File: src/sv/display_init_list_interpreter_top_assert.svh
// Assertion macros shared by the dili_front and dili_queue modules.
`ifndef DISPLAY_INIT_LIST_INTERPRETER_TOP_ASSERT_SVH
`define DISPLAY_INIT_LIST_INTERPRETER_TOP_ASSERT_SVH

// The consequent must hold in the same cycle as the antecedent.
`define DILI_ASSERT_SAME(label, clk, rst, ante, cons, msg) \
  label: assert property (@(posedge clk) disable iff (rst) (ante) |-> (cons)) \
    else $error(msg);

// The consequent must hold in the cycle after the antecedent.
`define DILI_ASSERT_NEXT(label, clk, rst, ante, cons, msg) \
  label: assert property (@(posedge clk) disable iff (rst) (ante) |=> (cons)) \
    else $error(msg);

`endif

File: src/sv/dili_pkg.sv
`timescale 1ns / 1ps
`default_nettype none

package dili_pkg;

  localparam logic [7:0] MASK_RESET      = 8'd128;
  localparam logic [7:0] DELAY_LONG_CODE = 8'd255;
  localparam logic [8:0] DELAY_LONG_MS   = 9'd500;

  localparam int unsigned QUEUE_DEPTH_DEF = 2;

  typedef enum logic [2:0] {
    PH_COUNT,
    PH_OPCODE,
    PH_ARGCNT,
    PH_ARG,
    PH_DELAY
  } phase_t;

  typedef enum logic [1:0] {
    KIND_CMD,
    KIND_DATA,
    KIND_DELAY,
    KIND_END
  } kind_t;

  typedef struct packed {
    kind_t      kind;
    logic [7:0] value;
    logic       last;
  } front_item_t;

endpackage

`default_nettype wire

File: src/sv/dili_front.sv
`timescale 1ns / 1ps
`default_nettype none
`include "display_init_list_interpreter_top_assert.svh"

module dili_front (
  input  wire logic               clk,
  input  wire logic               rst,
  input  wire logic               accept,
  input  wire logic [7:0]         list_byte,
  input  wire logic [7:0]         mask,
  output logic                    push,
  output dili_pkg::front_item_t   item
);
  import dili_pkg::*;

  phase_t     phase;
  phase_t     phase_next;
  logic [7:0] commands_left;
  logic [7:0] commands_left_next;
  logic [7:0] args_left;
  logic [7:0] args_left_next;
  logic       delay_pending;
  logic       delay_pending_next;

  logic       delay_flag;
  logic [7:0] arg_count;
  logic       last_cmd;
  logic       last_arg;

  assign delay_flag = |(list_byte & mask);
  assign arg_count  = list_byte & ~mask;
  assign last_cmd   = (commands_left == 8'd1);
  assign last_arg   = (args_left == 8'd1);

  always_comb begin
    phase_next         = phase;
    commands_left_next = commands_left;
    args_left_next     = args_left;
    delay_pending_next = delay_pending;
    if (accept) begin
      unique case (phase)
        PH_COUNT: begin
          commands_left_next = list_byte;
          args_left_next     = 8'd0;
          delay_pending_next = 1'b0;
          phase_next         = (list_byte == 8'd0) ? PH_COUNT : PH_OPCODE;
        end
        PH_OPCODE: begin
          phase_next = PH_ARGCNT;
        end
        PH_ARGCNT: begin
          delay_pending_next = delay_flag;
          args_left_next     = arg_count;
          if (arg_count != 8'd0) begin
            phase_next = PH_ARG;
          end else if (delay_flag) begin
            phase_next = PH_DELAY;
          end else begin
            commands_left_next = commands_left - 8'd1;
            phase_next         = last_cmd ? PH_COUNT : PH_OPCODE;
          end
        end
        PH_ARG: begin
          args_left_next = args_left - 8'd1;
          if (last_arg) begin
            if (delay_pending) begin
              phase_next = PH_DELAY;
            end else begin
              commands_left_next = commands_left - 8'd1;
              phase_next         = last_cmd ? PH_COUNT : PH_OPCODE;
            end
          end
        end
        PH_DELAY: begin
          delay_pending_next = 1'b0;
          commands_left_next = commands_left - 8'd1;
          phase_next         = last_cmd ? PH_COUNT : PH_OPCODE;
        end
        default: begin
          phase_next = PH_COUNT;
        end
      endcase
    end
  end

  always_comb begin
    push       = 1'b0;
    item.kind  = KIND_END;
    item.value = 8'd0;
    item.last  = 1'b0;
    if (accept) begin
      unique case (phase)
        PH_COUNT: begin
          push      = (list_byte == 8'd0);
          item.last = 1'b1;
        end
        PH_OPCODE: begin
          push       = 1'b1;
          item.kind  = KIND_CMD;
          item.value = list_byte;
        end
        PH_ARGCNT: begin
          push      = (arg_count == 8'd0) && !delay_flag && last_cmd;
          item.last = 1'b1;
        end
        PH_ARG: begin
          push       = 1'b1;
          item.kind  = KIND_DATA;
          item.value = list_byte;
          item.last  = last_arg && !delay_pending && last_cmd;
        end
        PH_DELAY: begin
          push       = 1'b1;
          item.kind  = KIND_DELAY;
          item.value = list_byte;
          item.last  = last_cmd;
        end
        default: begin
          push = 1'b0;
        end
      endcase
    end
  end

  always_ff @(posedge clk) begin
    if (rst) begin
      phase         <= PH_COUNT;
      commands_left <= 8'd0;
      args_left     <= 8'd0;
      delay_pending <= 1'b0;
    end else begin
      phase         <= phase_next;
      commands_left <= commands_left_next;
      args_left     <= args_left_next;
      delay_pending <= delay_pending_next;
    end
  end

  `DILI_ASSERT_NEXT(a_last_returns_to_count, clk, rst, push && item.last,
    phase == PH_COUNT, "A list-ending transfer did not return to the count phase.")
  `DILI_ASSERT_SAME(a_end_marker_form, clk, rst, push && item.kind == KIND_END,
    item.last && item.value == 8'd0, "An end marker lacks list_end or has a nonzero value.")
  `DILI_ASSERT_SAME(a_opcode_emits_cmd, clk, rst, accept && phase == PH_OPCODE,
    push && item.kind == KIND_CMD, "An opcode byte did not produce a command transfer.")

endmodule

`default_nettype wire

File: src/sv/dili_queue.sv
`timescale 1ns / 1ps
`default_nettype none
`include "display_init_list_interpreter_top_assert.svh"

module dili_queue #(
  parameter int unsigned DEPTH = dili_pkg::QUEUE_DEPTH_DEF
) (
  input  wire logic                  clk,
  input  wire logic                  rst,
  input  wire logic                  push,
  input  wire dili_pkg::front_item_t push_item,
  input  wire logic                  pop,
  output dili_pkg::front_item_t      head_item,
  output logic                       empty,
  output logic                       full
);
  import dili_pkg::*;

  localparam int unsigned PW = (DEPTH > 1) ? $clog2(DEPTH) : 1;
  localparam int unsigned CW = $clog2(DEPTH + 1);

  front_item_t   store [DEPTH];
  logic [PW-1:0] wr_ptr;
  logic [PW-1:0] rd_ptr;
  logic [CW-1:0] count;

  assign empty     = (count == CW'(0));
  assign full      = (count == CW'(DEPTH));
  assign head_item = store[rd_ptr];

  always_ff @(posedge clk) begin
    if (push) begin
      store[wr_ptr] <= push_item;
    end
  end

  always_ff @(posedge clk) begin
    if (rst) begin
      wr_ptr <= '0;
      rd_ptr <= '0;
      count  <= '0;
    end else begin
      if (push) begin
        wr_ptr <= (wr_ptr == PW'(DEPTH - 1)) ? '0 : wr_ptr + PW'(1);
      end
      if (pop) begin
        rd_ptr <= (rd_ptr == PW'(DEPTH - 1)) ? '0 : rd_ptr + PW'(1);
      end
      if (push && !pop) begin
        count <= count + CW'(1);
      end else if (pop && !push) begin
        count <= count - CW'(1);
      end
    end
  end

  `DILI_ASSERT_SAME(a_no_push_when_full, clk, rst, push, !full,
    "A transfer was pushed into a full queue.")
  `DILI_ASSERT_SAME(a_no_pop_when_empty, clk, rst, pop, !empty,
    "A transfer was popped from an empty queue.")

endmodule

`default_nettype wire

File: src/sv/dili_back.sv
`timescale 1ns / 1ps
`default_nettype none

module dili_back (
  input  wire logic                  clk,
  input  wire logic                  rst,
  input  wire logic                  q_empty,
  input  wire dili_pkg::front_item_t q_item,
  output logic                       pop,
  output logic                       result_valid,
  input  wire logic                  result_stall,
  output logic [1:0]                 out_kind,
  output logic [8:0]                 out_value,
  output logic                       list_end
);
  import dili_pkg::*;

  logic [8:0] value_next;

  assign pop = !q_empty && (!result_valid || !result_stall);

  always_comb begin
    if (q_item.kind == KIND_DELAY && q_item.value == DELAY_LONG_CODE) begin
      value_next = DELAY_LONG_MS;
    end else begin
      value_next = {1'b0, q_item.value};
    end
  end

  always_ff @(posedge clk) begin
    if (rst) begin
      result_valid <= 1'b0;
    end else if (pop) begin
      result_valid <= 1'b1;
    end else if (!result_stall) begin
      result_valid <= 1'b0;
    end
  end

  always_ff @(posedge clk) begin
    if (pop) begin
      out_kind  <= q_item.kind;
      out_value <= value_next;
      list_end  <= q_item.last;
    end
  end

endmodule

`default_nettype wire

File: src/sv/display_init_list_interpreter_top.sv
// Each transfer is queued, then registered in the output stage with result_valid.
// One list byte per cycle while list_stall is low, including bytes that emit nothing.
// The two-entry queue between decoder and output stage sets when list_stall rises.
// Reset clears the decoder to expect a count byte, empties the queue,
// drops result_valid and sets the delay flag mask to 128.
`timescale 1ns / 1ps
`default_nettype none

module display_init_list_interpreter_top #(
  parameter int unsigned QUEUE_DEPTH = dili_pkg::QUEUE_DEPTH_DEF
) (
  input  wire logic       clk,
  input  wire logic       rst,
  input  wire logic       cfg_valid,
  output logic            cfg_ready,
  input  wire logic [7:0] cfg_data,
  input  wire logic       list_valid,
  output logic            list_stall,
  input  wire logic [7:0] list_byte,
  output logic            result_valid,
  input  wire logic       result_stall,
  output logic [1:0]      out_kind,
  output logic [8:0]      out_value,
  output logic            list_end
);
  import dili_pkg::*;

  logic        delay_flag_mask;
  logic [7:0]  mask;
  logic        accept;
  logic        push;
  front_item_t push_item;
  front_item_t head_item;
  logic        q_empty;
  logic        q_full;
  logic        pop;

  assign cfg_ready       = 1'b1;
  assign delay_flag_mask = cfg_valid && cfg_ready;
  assign list_stall      = q_full;
  assign accept          = list_valid && !list_stall;

  always_ff @(posedge clk) begin
    if (rst) begin
      mask <= MASK_RESET;
    end else if (delay_flag_mask) begin
      mask <= cfg_data;
    end
  end

  dili_front u_front (
    .clk       (clk),
    .rst       (rst),
    .accept    (accept),
    .list_byte (list_byte),
    .mask      (mask),
    .push      (push),
    .item      (push_item)
  );

  dili_queue #(
    .DEPTH (QUEUE_DEPTH)
  ) u_queue (
    .clk       (clk),
    .rst       (rst),
    .push      (push),
    .push_item (push_item),
    .pop       (pop),
    .head_item (head_item),
    .empty     (q_empty),
    .full      (q_full)
  );

  dili_back u_back (
    .clk          (clk),
    .rst          (rst),
    .q_empty      (q_empty),
    .q_item       (head_item),
    .pop          (pop),
    .result_valid (result_valid),
    .result_stall (result_stall),
    .out_kind     (out_kind),
    .out_value    (out_value),
    .list_end     (list_end)
  );

endmodule

`default_nettype wire

File: config.mk
export PLATFORM = sky130hd
export DESIGN_NAME = display_init_list_interpreter_top
export DESIGN_NICKNAME = d
export VERILOG_FILES = /design/src/sv/dili_pkg.sv /design/src/sv/dili_front.sv /design/src/sv/dili_queue.sv /design/src/sv/dili_back.sv /design/src/sv/display_init_list_interpreter_top.sv
export VERILOG_INCLUDE_DIRS = /design/src /design/src/sv
export SDC_FILE = /design/constraint.sdc
export NUM_CORES = 1
export LEC_CHECK = 0
export BUFFER_PORTS_ARGS = -buffer_cell sky130_fd_sc_hd__buf_2
export CORE_MARGIN = 4
export CORE_UTILIZATION = 53
export DETAILED_ROUTE_END_ITERATION = 10
export GPL_ROUTABILITY_DRIVEN = 0
export MAX_ROUTING_LAYER = met4
export PLACE_DENSITY_LB_ADDON = 0.1
export SYNTH_ARGS = -nofsm -noshare
export SYNTH_HDL_FRONTEND = slang
export SYNTH_SLANG_ARGS = --single-unit
File: constraint.sdc
create_clock -name clk -period 2.6 [get_ports clk]
set_input_delay 0.52 -clock clk [delete_from_list [all_inputs] [get_ports clk]]
set_output_delay 0.52 -clock clk [all_outputs]
set_load 0.05 [all_outputs]
==> results.md, run 1 <==
* Tcrit/Tclk final at 0.936
* Root Driver: clkbuf_8
* Syn Inst Count at 330
* Top_reg_cell synth: edfxtp_1
* Worst flop-to-flop path endpoint: u_queue.count[1]
* Shortest period the worst path allows at 2.43 ns
* CP Cell Sequence: or4_4 -> nor4b_4 -> or2_1 -> o211a_4 -> ha_1 -> or3_1 -> a21oi_1
* Largest net degree at the start of global routing at 21
* DRC viols at 0
* Final Max Slew Viols at 0
* FF-to-FF setup slack at 0.17 ns
* Clk buf depth at 2
* Least-Margin Pin Slew at 0.687 ns
* Peak VDD IR at 0.000622 V
* Multiplexer area fraction after synthesis at 0.0656
* I/O Pins at 36
* Post-DP HPWL at 5.11 mm
* Post-synth net total at 356
* Critical Path AT at 2.69 ns
* Synthesis Warnings at 0
* Cells on worst reg2reg path at 7
* Synth Area in Compound Gates at 0.153
* #FFs+latches synth at 68
* Sequential share of power at 0.392
* Skew final at 0.00995 ns
* Vias in the first global route at 2513
* Cell area power density at 984 nW/um^2
* P&R area growth vs syn at 14.5%
* Main combinational cell family by area after synthesis: simple AND/OR/NAND/NOR gates
* Setup TNS Final at 0 ns
* Clock network power share at 0.272
* RSZ-0062 raised after global routing: no
* Overall Power at 3.81 mW
* Core area at 6060 sq um
* Min-delay src: cfg_data[7]
* Nets at 394
* CTS tree: built
* WL final at 6.98 mm
* Net Sw Frac at 0.363
* Multi-input gate area at 1550 sq um
* LEAKAGE at 1.48 nW
* Clock latency at the later pin of the worst-skew pair at 0.33 ns
* DR pass1 iterations at 5
* Fillcell total at 517
* Post-synth design cell area at 3380 sq um
* Seq. cell area at 1700 sq um
* Critical path class: reg -> reg
* Hold EP: mask[7]
* Final Setup Violations at 0
* Post-Synth Adder-Cell Area at 0.0185
* Post-Synth XOR/XNOR Area at 0.00778
* Final Hold Slack at 0.406 ns
* Routed WL per cell at 15.6 um
* Layout cells sized above 1 at 0.206
* Syn_area_per_cell at 10.2 sq um
* Post-place setup slack at 0.140 ns
* Synth top area share at 0.302
* H-tree depth at 3
* Final worst slack at 0.166 ns
* CTS buffer count at 9
* Reg-to-Reg Start: u_front.commands_left[3]
* Die W at 87.8 um
* Area leader, netlist: edfxtp_1
* Asr flop ratio synth at 0
* Synth Area in Simple Gates at 0.213
* Post-synth EDFFs at 34
* Commonest cells post-synth: nor2_1, dfxtp_1, edfxtp_1, o21ai_0, a21oi_1
* Hold Crit Class: in -> reg
* CTS clk-pin slew, worst paths at 0.08 ns
* Initial drt markers at 137
* Total grt overflow at 0
* Hold Crit Depth at 3
* Top-count cell post-synth: nor2_1
* DR vias/cell at 5.84
* DRT antenna net count at 0
* CP Launch Type: register
* Crit-path max FO at 6
* Library cells used by synthesis at 57
* Slowest cell on crit path: or4_4
* First-pass GRT wire length at 11.8 mm
* Vias at 2615
* Max-Cap Viols at 0
* NetSw at 1.38 mW
* Cell row count at 28
* Sequential cell area fraction in the yosys report at 0.504
* Power Internal at 2.43 mW
* Starting density of the core at 0.557
* Slowest stage delay, CP at 0.58 ns
* Top cells by area, synth: edfxtp_1, dfxtp_1, nor2_1
* Setup Fix Bufs, Post-CTS at 0
* Antenna diodes at 0
* Worst endpoint required time at 2.86 ns
* Antenna violations before repair at 0
* Die Y at 87.8 um
* Relative slew slack at 0.538
* Clock Sinks at 68
* Peak Freq at 411 MHz
* Final hold violation count at 0
* Comb pwr share at 0.336
* Status: complete, no violations
* I/O Buffers at 34
* Total die area at 7710 sq um
* Worst Setup End Kind: register
* GR Util All Layers at 0.201
area by class of cell:
type                    instances  share of cell area
inverters                      12              0.0116
clock inverters                 6              0.0291
repair buffers                 43              0.0614
flip-flops and latches         68               0.440
well taps                      75              0.0243
multi-input cells             234               0.401
clock buffers                  10              0.0330
flip-flops by register name (all words and copies together), names as in the netlist, named ones only:
| signal | cells |
|---|---|
| mask | 8 |
| u_back.result_valid | 1 |
| u_front.delay_pending | 1 |
| u_queue.rd_ptr | 1 |
| u_back.out_value | 9 |
| u_queue.store | 22 |
| u_queue.wr_ptr | 1 |
| u_front.args_left | 8 |
| u_front.commands_left | 8 |
| u_back.out_kind | 2 |
| u_back.list_end | 1 |
| u_front.phase | 3 |
| u_queue.count | 2 |
power groups by stage:
| stage | clock network, mW | logic [mW] | registers [mW] |
|---|---|---|---|
| 2_1_floorplan | 0 | 0.736 | 1.77 |
| 3_3_place_gp | 0 | 1.27 | 1.51 |
| 3_5_place_dp | 0 | 1.27 | 1.52 |
| 4_1_cts | 1.05 | 1.28 | 1.49 |
| 5_1_grt | 1.10 | 1.40 | 1.52 |
| 6_report | 1.03 | 1.28 | 1.49 |
cells by family after synthesis:
kind of cell / after synthesis
multiplexers: 21
adder cells (fa/ha/maj): 5
other: 1
AO/OA/AOI/OAI: 77
flip-flops: 68
XOR/XNOR: 3
AND/OR/NAND/NOR: 127
buffers and inverters: 28
cells in the final DEF, fill, tap and decap left out, drive strengths merged, types with 9 or more instances in the layout:
cell type,instances
a21oi,17
and2,10
buf,43
clkbuf,10
dfxtp,34
edfxtp,34
inv,12
mux2,9
mux2i,12
nand2,16
nand2b,12
nor2,38
o21ai,18
o31ai,11
per-layer routing:
| metal | share of wire | wire length [um] | vias up | global-route usage |
|---|---|---|---|---|
| li1 | - | - | 1298 | - |
| met1 | 0.45 | 3110 | 1241 | 0.245 |
| met2 | 0.49 | 3430 | 66 | 0.328 |
| met3 | 0.047 | 331 | 10 | 0.0357 |
| met4 | 0.016 | 112 | 0 | 0.0865 |
| met5 | 0 | 0 | - | - |
critical path: cells and delay by family, from the launching register on:
kind,cells,cell delay [ns]
AO/OA/AOI/OAI,2,0.31
adder cells (fa/ha/maj),1,0.26
flip-flops,1,0.36
AND/OR/NAND/NOR,4,1.43
stage by stage:
stage	utilization	std cells	instance area [sq um]
after floorplan	-	330	3380
after global placement	0.599	432	3630
after detailed placement	0.599	432	3630
after CTS	0.638	448	3870
after global routing	0.638	448	3870
final	0.638	448	3870
worst max path at each step:
stage | end | cells after the start | start
2_1_floorplan | u_queue.store[0][0] | 5 | u_front.commands_left[3]
3_3_place_gp | u_queue.count[1] | 7 | u_front.commands_left[3]
3_5_place_dp | u_queue.count[1] | 7 | u_front.commands_left[3]
4_1_cts | u_queue.count[1] | 7 | u_front.commands_left[3]
5_1_grt | u_queue.count[1] | 7 | u_front.commands_left[3]
6_report | u_queue.count[1] | 7 | u_front.commands_left[3]
repair_timing:
action | 4_1_cts | 5_1_grt
resized for setup | 0 | 0
endpoints found under the setup margin | 0 | 1
hold buffers | 0 | 0
Power figures use the tool's default switching activity.
==> run 2, diff against run 1 <==
SYNTH_HIERARCHICAL = 1   (was unset)
==> run 2 against run 1 <==
Effect of this change: final cell count grew 1.1%; die area is 1.6% lower; largest cell class unchanged; flip-flop and latch count unchanged; setup slack lost 0.069 ns.
==> results.md, run 2 <==
* Status: complete, no violations
* Peak Freq at 399 MHz (-2.7%)
* CTS tree: built
* Root Driver: clkbuf_8
* Nets at 399 (+1.3%)
* Post-synth design cell area at 3320 sq um (-1.8%)
* Clk buf depth at 2 (unchanged)
* Die Y at 87.1 um (-0.81%)
* Synth top area share at 0.308 (+0.00547)
* I/O Pins at 36 (unchanged)
* Area leader, netlist: edfxtp_1
* Worst Setup End Kind: register
* Slowest cell on crit path: or4_4
* Max-Cap Viols at 0 (unchanged)
* CTS buffer count at 9 (unchanged)
* Post-place setup slack at 0.0540 ns (-0.0862 ns)
* I/O Buffers at 34 (unchanged)
* Max FFs per register at 22 (unchanged)
* Initial drt markers at 153 (+12%)
* Final Max Slew Viols at 0 (unchanged)
* Worst flop-to-flop path endpoint: u_queue/count[1]
* Antenna diodes at 0 (unchanged)
* Multi-input gate area at 1500 sq um (-3.0%)
* DRC viols at 0 (unchanged)
* WL final at 7.43 mm (+6.5%)
* Post-synth net total at 351 (-1.4%)
* GR Util All Layers at 0.217 (+0.0161)
* CP Launch Type: register
* Crit-path max FO at 3 (-3)
* Skew final at 0.00825 ns (-0.00170 ns)
* H-tree depth at 3 (unchanged)
* Largest net degree at the start of global routing at 36 (+71%)
* Asr flop ratio synth at 0 (unchanged)
* Setup TNS Final at 0 ns (unchanged)
* Fillcell total at 493 (-4.6%)
* Cell area power density at 999 nW/um^2 (+1.5%)
* Biggest register: u_queue/store
* Clock Sinks at 68 (unchanged)
* Total grt overflow at 0 (unchanged)
* Worst endpoint required time at 2.87 ns (about the same)
* Seq. cell area at 1700 sq um (about the same)
* Layout cells sized above 1 at 0.241 (+0.0343)
* Tcrit/Tclk final at 0.963 (+0.0264)
* Final worst slack at 0.0968 ns (-0.0687 ns)
* DR pass1 iterations at 5 (unchanged)
* Reg-to-Reg Start: u_front/commands_left[4]
* Syn_area_per_cell at 10.2 sq um (-0.27%)
* Layout Utilization at 0.658 (+0.0200)
* Commonest cells post-synth: dfxtp_1, edfxtp_1, nor2_1, a21oi_1, nand2_1
* Critical path class: reg -> reg
* Slowest stage delay, CP at 0.53 ns (-0.05 ns)
* Sequential cell area fraction in the yosys report at 0.513 (+0.00912)
* Final Hold Slack at 0.387 ns (-0.0190 ns)
* FF-to-FF setup slack at 0.1 ns (-0.07 ns)
* Clock latency at the later pin of the worst-skew pair at 0.34 ns (about the same)
* Placed cell area at 3680 sq um (+1.4%)
* Bufs and invs on worst path at 0 (unchanged)
* DR vias/cell at 5.95 (+1.9%)
* DRT antenna net count at 0 (unchanged)
* RSZ-0062 raised after global routing: no
* WP depth at 8 (+1)
* Vias in the first global route at 2574 (+2.4%)
* Cell row count at 28 (unchanged)
* Least-Margin Pin Slew at 0.982 ns (+0.295 ns)
* Syn Inst Count at 325 (-1.5%)
* CTS clk-pin slew, worst paths at 0.07 ns (about the same)
* LEAKAGE at 1.52 nW (+3.2%)
* First-pass GRT wire length at 12.3 mm (+4.7%)
* Post-CTS Hold Buffers at 0 (unchanged)
* Hold Crit Class: in -> reg
* Post-synth EDFFs at 34 (unchanged)
* Critical path origin: u_front/commands_left[4]
* Die W at 87.1 um (-0.81%)
* Routed WL per cell at 16.4 um (+5.3%)
* Library cells used by synthesis at 59 (+3.5%)
* Final instance area at 3940 sq um (+1.9%)
* Crit path capture: u_queue/count[1]
* Crit-path leading delay family: simple AND/OR/NAND/NOR gates
* Final hold violation count at 0 (unchanged)
* CP Cell Sequence: or4_4 -> or4b_4 -> nand2_1 -> o21ai_1 -> a21oi_2 -> ha_4 -> or3_1 -> a21oi_1
* Vias at 2694 (+3.0%)
* #FFs+latches synth at 68 (unchanged)
* Synthesis Warnings at 6 (+6)
* Top_reg_cell synth: edfxtp_1
* Total die area at 7590 sq um (-1.6%)
* Final Setup Violations at 0 (unchanged)
* Critical Path AT at 2.77 ns (+0.08 ns)
* Peak VDD IR at 0.000623 V (+0.19%)
* Starting density of the core at 0.554 (-0.00351)
* Core area at 5990 sq um (-1.2%)
* Cells on worst reg2reg path at 8 (+1)
* Top cells by area, synth: edfxtp_1, dfxtp_1, nor2_1
* Regs by FF count: u_queue/store (22), u_back/out_value (9)
* Post-DP HPWL at 5.34 mm (+4.4%)
* P&R area growth vs syn at 18.9%
* Antenna violations before repair at 0 (unchanged)
* Relative slew slack at 0.343 (-0.195)
* Most frequent cells in the layout: buf_2, edfxtp_1, nor2_1, dfxtp_1, buf_4
* Shortest period the worst path allows at 2.50 ns (+0.0687 ns)
[run 2: cell type report]
| type | count | share of cell area |
|---|---|---|
| clock inverters | 6 | 0.0289 |
| well taps | 75 | 0.0238 |
| repair buffers | 55 | 0.0895 |
| flip-flops and latches | 68 | 0.432 |
| clock buffers | 10 | 0.0324 |
| inverters | 13 | 0.0124 |
| multi-input cells | 226 | 0.381 |
[run 2: worst reg2reg max path, stage by stage (launching register included)]
cell and delay (ns):
dfxtp_2 0.32, or4_4 0.53, or4b_4 0.49, nand2_1 0.08, o21ai_1 0.07, a21oi_2 0.21
ha_4 0.24, or3_1 0.36, a21oi_1 0.14
[run 2: timing repair]
item / CTS / global route
resized for setup: 0 / 3
endpoints found under the hold margin: 0 / 0
buffers inserted: 0 / 1
setup endpoints to repair: 0 / 1
[run 2: per-layer routing]
layer / track usage / vias up / wire length (um)
met5: - / - / 0
met4: 0.105 / 0 / 163
met3: 0.0331 / 22 / 453
met2: 0.353 / 104 / 3700
met1: 0.265 / 1266 / 3120
li1: - / 1302 / -
[run 2: cells by family (layout without fill, tap and decap cells)]
logic type	Yosys count	count (layout)	share of synthesized area
AOI/OAI and AO/OA	84	84	0.170
xor gates and xnor gates	5	5	0.0132
adders and majority gates	5	5	0.0189
buffers and inverters	31	84	0.0396
DFF	68	68	0.513
muxes	20	20	0.0645
other	1	1	0.00113
and+or+nand+nor	111	111	0.179
[run 2: stage by stage]
| step | cells | power [mW] |
|---|---|---|
| 5_1_grt | 453 | 4.16 |
| 6_report | 453 | 3.94 |
| 2_1_floorplan | 325 | 2.51 |
| 3_5_place_dp | 436 | 2.88 |
| 4_1_cts | 452 | 3.93 |
| 3_3_place_gp | 436 | 2.84 |
[run 2: worst min path at each step]
| stage | startpoint | end | cells past startpoint | slack, ns |
|---|---|---|---|---|
| after floorplan | u_front/args_left[5] | u_front/args_left[5] | 2 | 0.46 |
| after global placement | u_back/result_valid | u_back/result_valid | 2 | 0.46 |
| after detailed placement | u_back/result_valid | u_back/result_valid | 2 | 0.47 |
| after CTS | cfg_data[7] | mask[7] | 2 | 0.39 |
| after global routing | cfg_data[7] | mask[7] | 2 | 0.39 |
| final | cfg_data[7] | mask[7] | 2 | 0.39 |
[run 2: power by group]
| group | internal [mW] | switching, mW | leakage [nW] |
|---|---|---|---|
| sequential | 1.37 | 0.127 | 0.594 |
| clock | 0.639 | 0.402 | 0.113 |
| combinational | 0.511 | 0.889 | 0.817 |
==> run 3, diff against run 2 <==
BUFFER_PORTS_ARGS = -buffer_cell sky130_fd_sc_hd__clkbuf_2   (was -buffer_cell sky130_fd_sc_hd__buf_2)
==> run 3 against run 2 <==
Effect of this change: count of clock-buffer cells in the layout unchanged; register-to-register slack better by 0.02 ns; clock power hardly changed; via count decreased by 1.2%; maximum frequency rose by 0.78%.
==> results.md, run 3 (synthesis gave the netlist of run 2 again) <==
* DRT antenna net count at 0 (unchanged)
* Vias at 2663 (-1.2%)
* Sequential share of power at 0.378 (-0.003)
* Nets at 400 (+0.25%)
* Slowest stage delay, CP at 0.53 ns (about the same)
* Layout cells sized above 1 at 0.243 (+0.00200)
* Largest net degree at the start of global routing at 25 (-31%)
* CP Launch Type: register
* FF-to-FF setup slack at 0.12 ns (+0.02 ns)
* Comb pwr share at 0.353 (-0.002)
* Min-delay src: cfg_data[7]
* Hold Crit Depth at 2 (unchanged)
* GR Util All Layers at 0.213 (-0.00469)
* Overall Power at 3.96 mW (+0.58%)
* Post-DP HPWL at 5.45 mm (+2.1%)
* Tcrit/Tclk final at 0.955 (-0.00747)
* Die W at 87.1 um (unchanged)
* Relative slew slack at 0.341 (-0.00138)
* Placed cell area at 3690 sq um (+0.20%)
* Worst endpoint required time at 2.88 ns (about the same)
* Placed Cells at 437 (+0.23%)
* Hold Crit Class: in -> reg
* P&R area growth vs syn at 19.3%
* Biggest register: u_queue/store
* Skew final at 0.0117 ns (+0.00346 ns)
* Initial drt markers at 162 (+5.9%)
* Least-Margin Pin Slew at 0.984 ns (+0.00207 ns)
* Cell area power density at 1000 nW/um^2 (+0.23%)
* Final worst slack at 0.116 ns (+0.0194 ns)
* Vias in the first global route at 2568 (-0.23%)
* Slowest cell on crit path: or4_4
* Clock latency at the later pin of the worst-skew pair at 0.35 ns (about the same)
* Shortest period the worst path allows at 2.48 ns (-0.0194 ns)
* First-pass GRT wire length at 12.1 mm (-2.1%)
* Total die area at 7590 sq um (unchanged)
* Net Sw Frac at 0.358 (-0.00221)
* DR pass1 iterations at 5 (unchanged)
* Starting density of the core at 0.554 (unchanged)
* Max FFs per register at 22 (unchanged)
* NetSw at 1.42 mW (about the same)
* CTS clk-pin slew, worst paths at 0.07 ns (about the same)
* Seq. cell area at 1700 sq um (about the same)
* Max-Cap Viols at 0 (unchanged)
* WL final at 7.33 mm (-1.4%)
* Peak VDD IR at 0.000565 V (-9.4%)
* Cells on worst reg2reg path at 8 (unchanged)
* RSZ-0062 raised after global routing: no
* Final Hold Slack at 0.389 ns (+0.00268 ns)
* Cell row count at 28 (unchanged)
* Layout Utilization at 0.661 (+0.00230)
* I/O Pins at 36 (unchanged)
* Final Setup Violations at 0 (unchanged)
* Antenna violations before repair at 0 (unchanged)
* Reg-to-Reg Start: u_front/commands_left[6]
* Final Max Slew Viols at 0 (unchanged)
* H-tree depth at 3 (unchanged)
* Hold EP: mask[7]
* LEAKAGE at 1.54 nW (+1.3%)
* Setup TNS Final at 0 ns (unchanged)
* Fillcell total at 484 (-1.8%)
* Worst flop-to-flop path endpoint: u_queue/count[1]
* Peak Freq at 403 MHz (+0.78%)
* I/O Buffers at 34 (unchanged)
* Non-Filler Instances at 454 (+0.22%)
* Final hold violation count at 0 (unchanged)
* Critical path class: reg -> reg
* Final instance area at 3960 sq um (+0.35%)
* CP Cell Sequence: or4_4 -> or4b_4 -> nand2_1 -> o21ai_1 -> a21oi_2 -> ha_4 -> or3_1 -> a21oi_1
* Routed WL per cell at 16.1 um (-1.6%)
* Core area at 5990 sq um (unchanged)
* Post-place setup slack at 0.0658 ns (+0.0118 ns)
* Antenna diodes at 0 (unchanged)
* Clock network power share at 0.269 (+0.005)
* Regs by FF count: u_queue/store (22), u_back/out_value (9)
* Multi-input gate area at 1500 sq um (unchanged)
* Status: complete, no violations
* Bufs and invs on worst path at 0 (unchanged)
* Total grt overflow at 0 (unchanged)
* Clock Sinks at 68 (unchanged)
* Power Internal at 2.54 mW (+0.93%)
* DR vias/cell at 5.87 (-1.4%)
* Critical Path AT at 2.76 ns (about the same)
* Root Driver: clkbuf_8
* CTS tree: built
* DRC viols at 0 (unchanged)
* Crit-path max FO at 2 (-1)
* Worst Setup End Kind: register
* Clk buf depth at 2 (unchanged)
* Most frequent cells in the layout: clkbuf_2, dfxtp_1, edfxtp_1
* Die Y at 87.1 um (unchanged)
* CTS buffer count at 9 (unchanged)
* Crit-path leading delay family: simple AND/OR/NAND/NOR gates
[run 3: layout make-up]
class                   instances  area share
clock inverters                 6      0.0281
clock buffers                  10      0.0348
inverters                      13      0.0123
repair buffers                 56      0.0911
well taps                      75      0.0237
flip-flops and latches         68       0.430
multi-input cells             226       0.380
[run 3: power groups by stage]
| stage | Clock, mW | Combinational, mW | Sequential, mW |
|---|---|---|---|
| CTS | 1.08 | 1.36 | 1.50 |
| global placement | 0 | 1.33 | 1.51 |
| global route | 1.12 | 1.52 | 1.52 |
| detailed placement | 0 | 1.35 | 1.52 |
| finish | 1.07 | 1.40 | 1.50 |
| floorplan | 0 | 0.758 | 1.76 |
[run 3: worst max-delay path by stage]
stage          slack (ns)  cells after the start                     start          endpoint
3_3_place_gp         0.09                      8  u_front/commands_left[6]  u_queue/count[1]
3_5_place_dp         0.07                      8  u_front/commands_left[6]  u_queue/count[1]
4_1_cts              0.05                      8  u_front/commands_left[6]  u_queue/count[1]
6_report             0.12                      8  u_front/commands_left[6]  u_queue/count[1]
2_1_floorplan        0.02                      8  u_front/commands_left[3]  u_queue/count[1]
5_1_grt             0.006                      8  u_front/commands_left[6]  u_queue/count[1]
[run 3: layer usage]
| metal | GRT usage | share of wire |
|---|---|---|
| met1 | 0.247 | 0.42 |
| met4 | 0.123 | 0.039 |
| met3 | 0.0350 | 0.050 |
| met5 | - | 0 |
| met2 | 0.348 | 0.49 |
[run 3: timing repair]
action                                 4_1_cts  5_1_grt
gates resized for setup                      0        2
setup endpoints to repair                    0        1
buffers inserted                             0        1
endpoints found under the hold margin        0        0
hold buffers                                 0        0
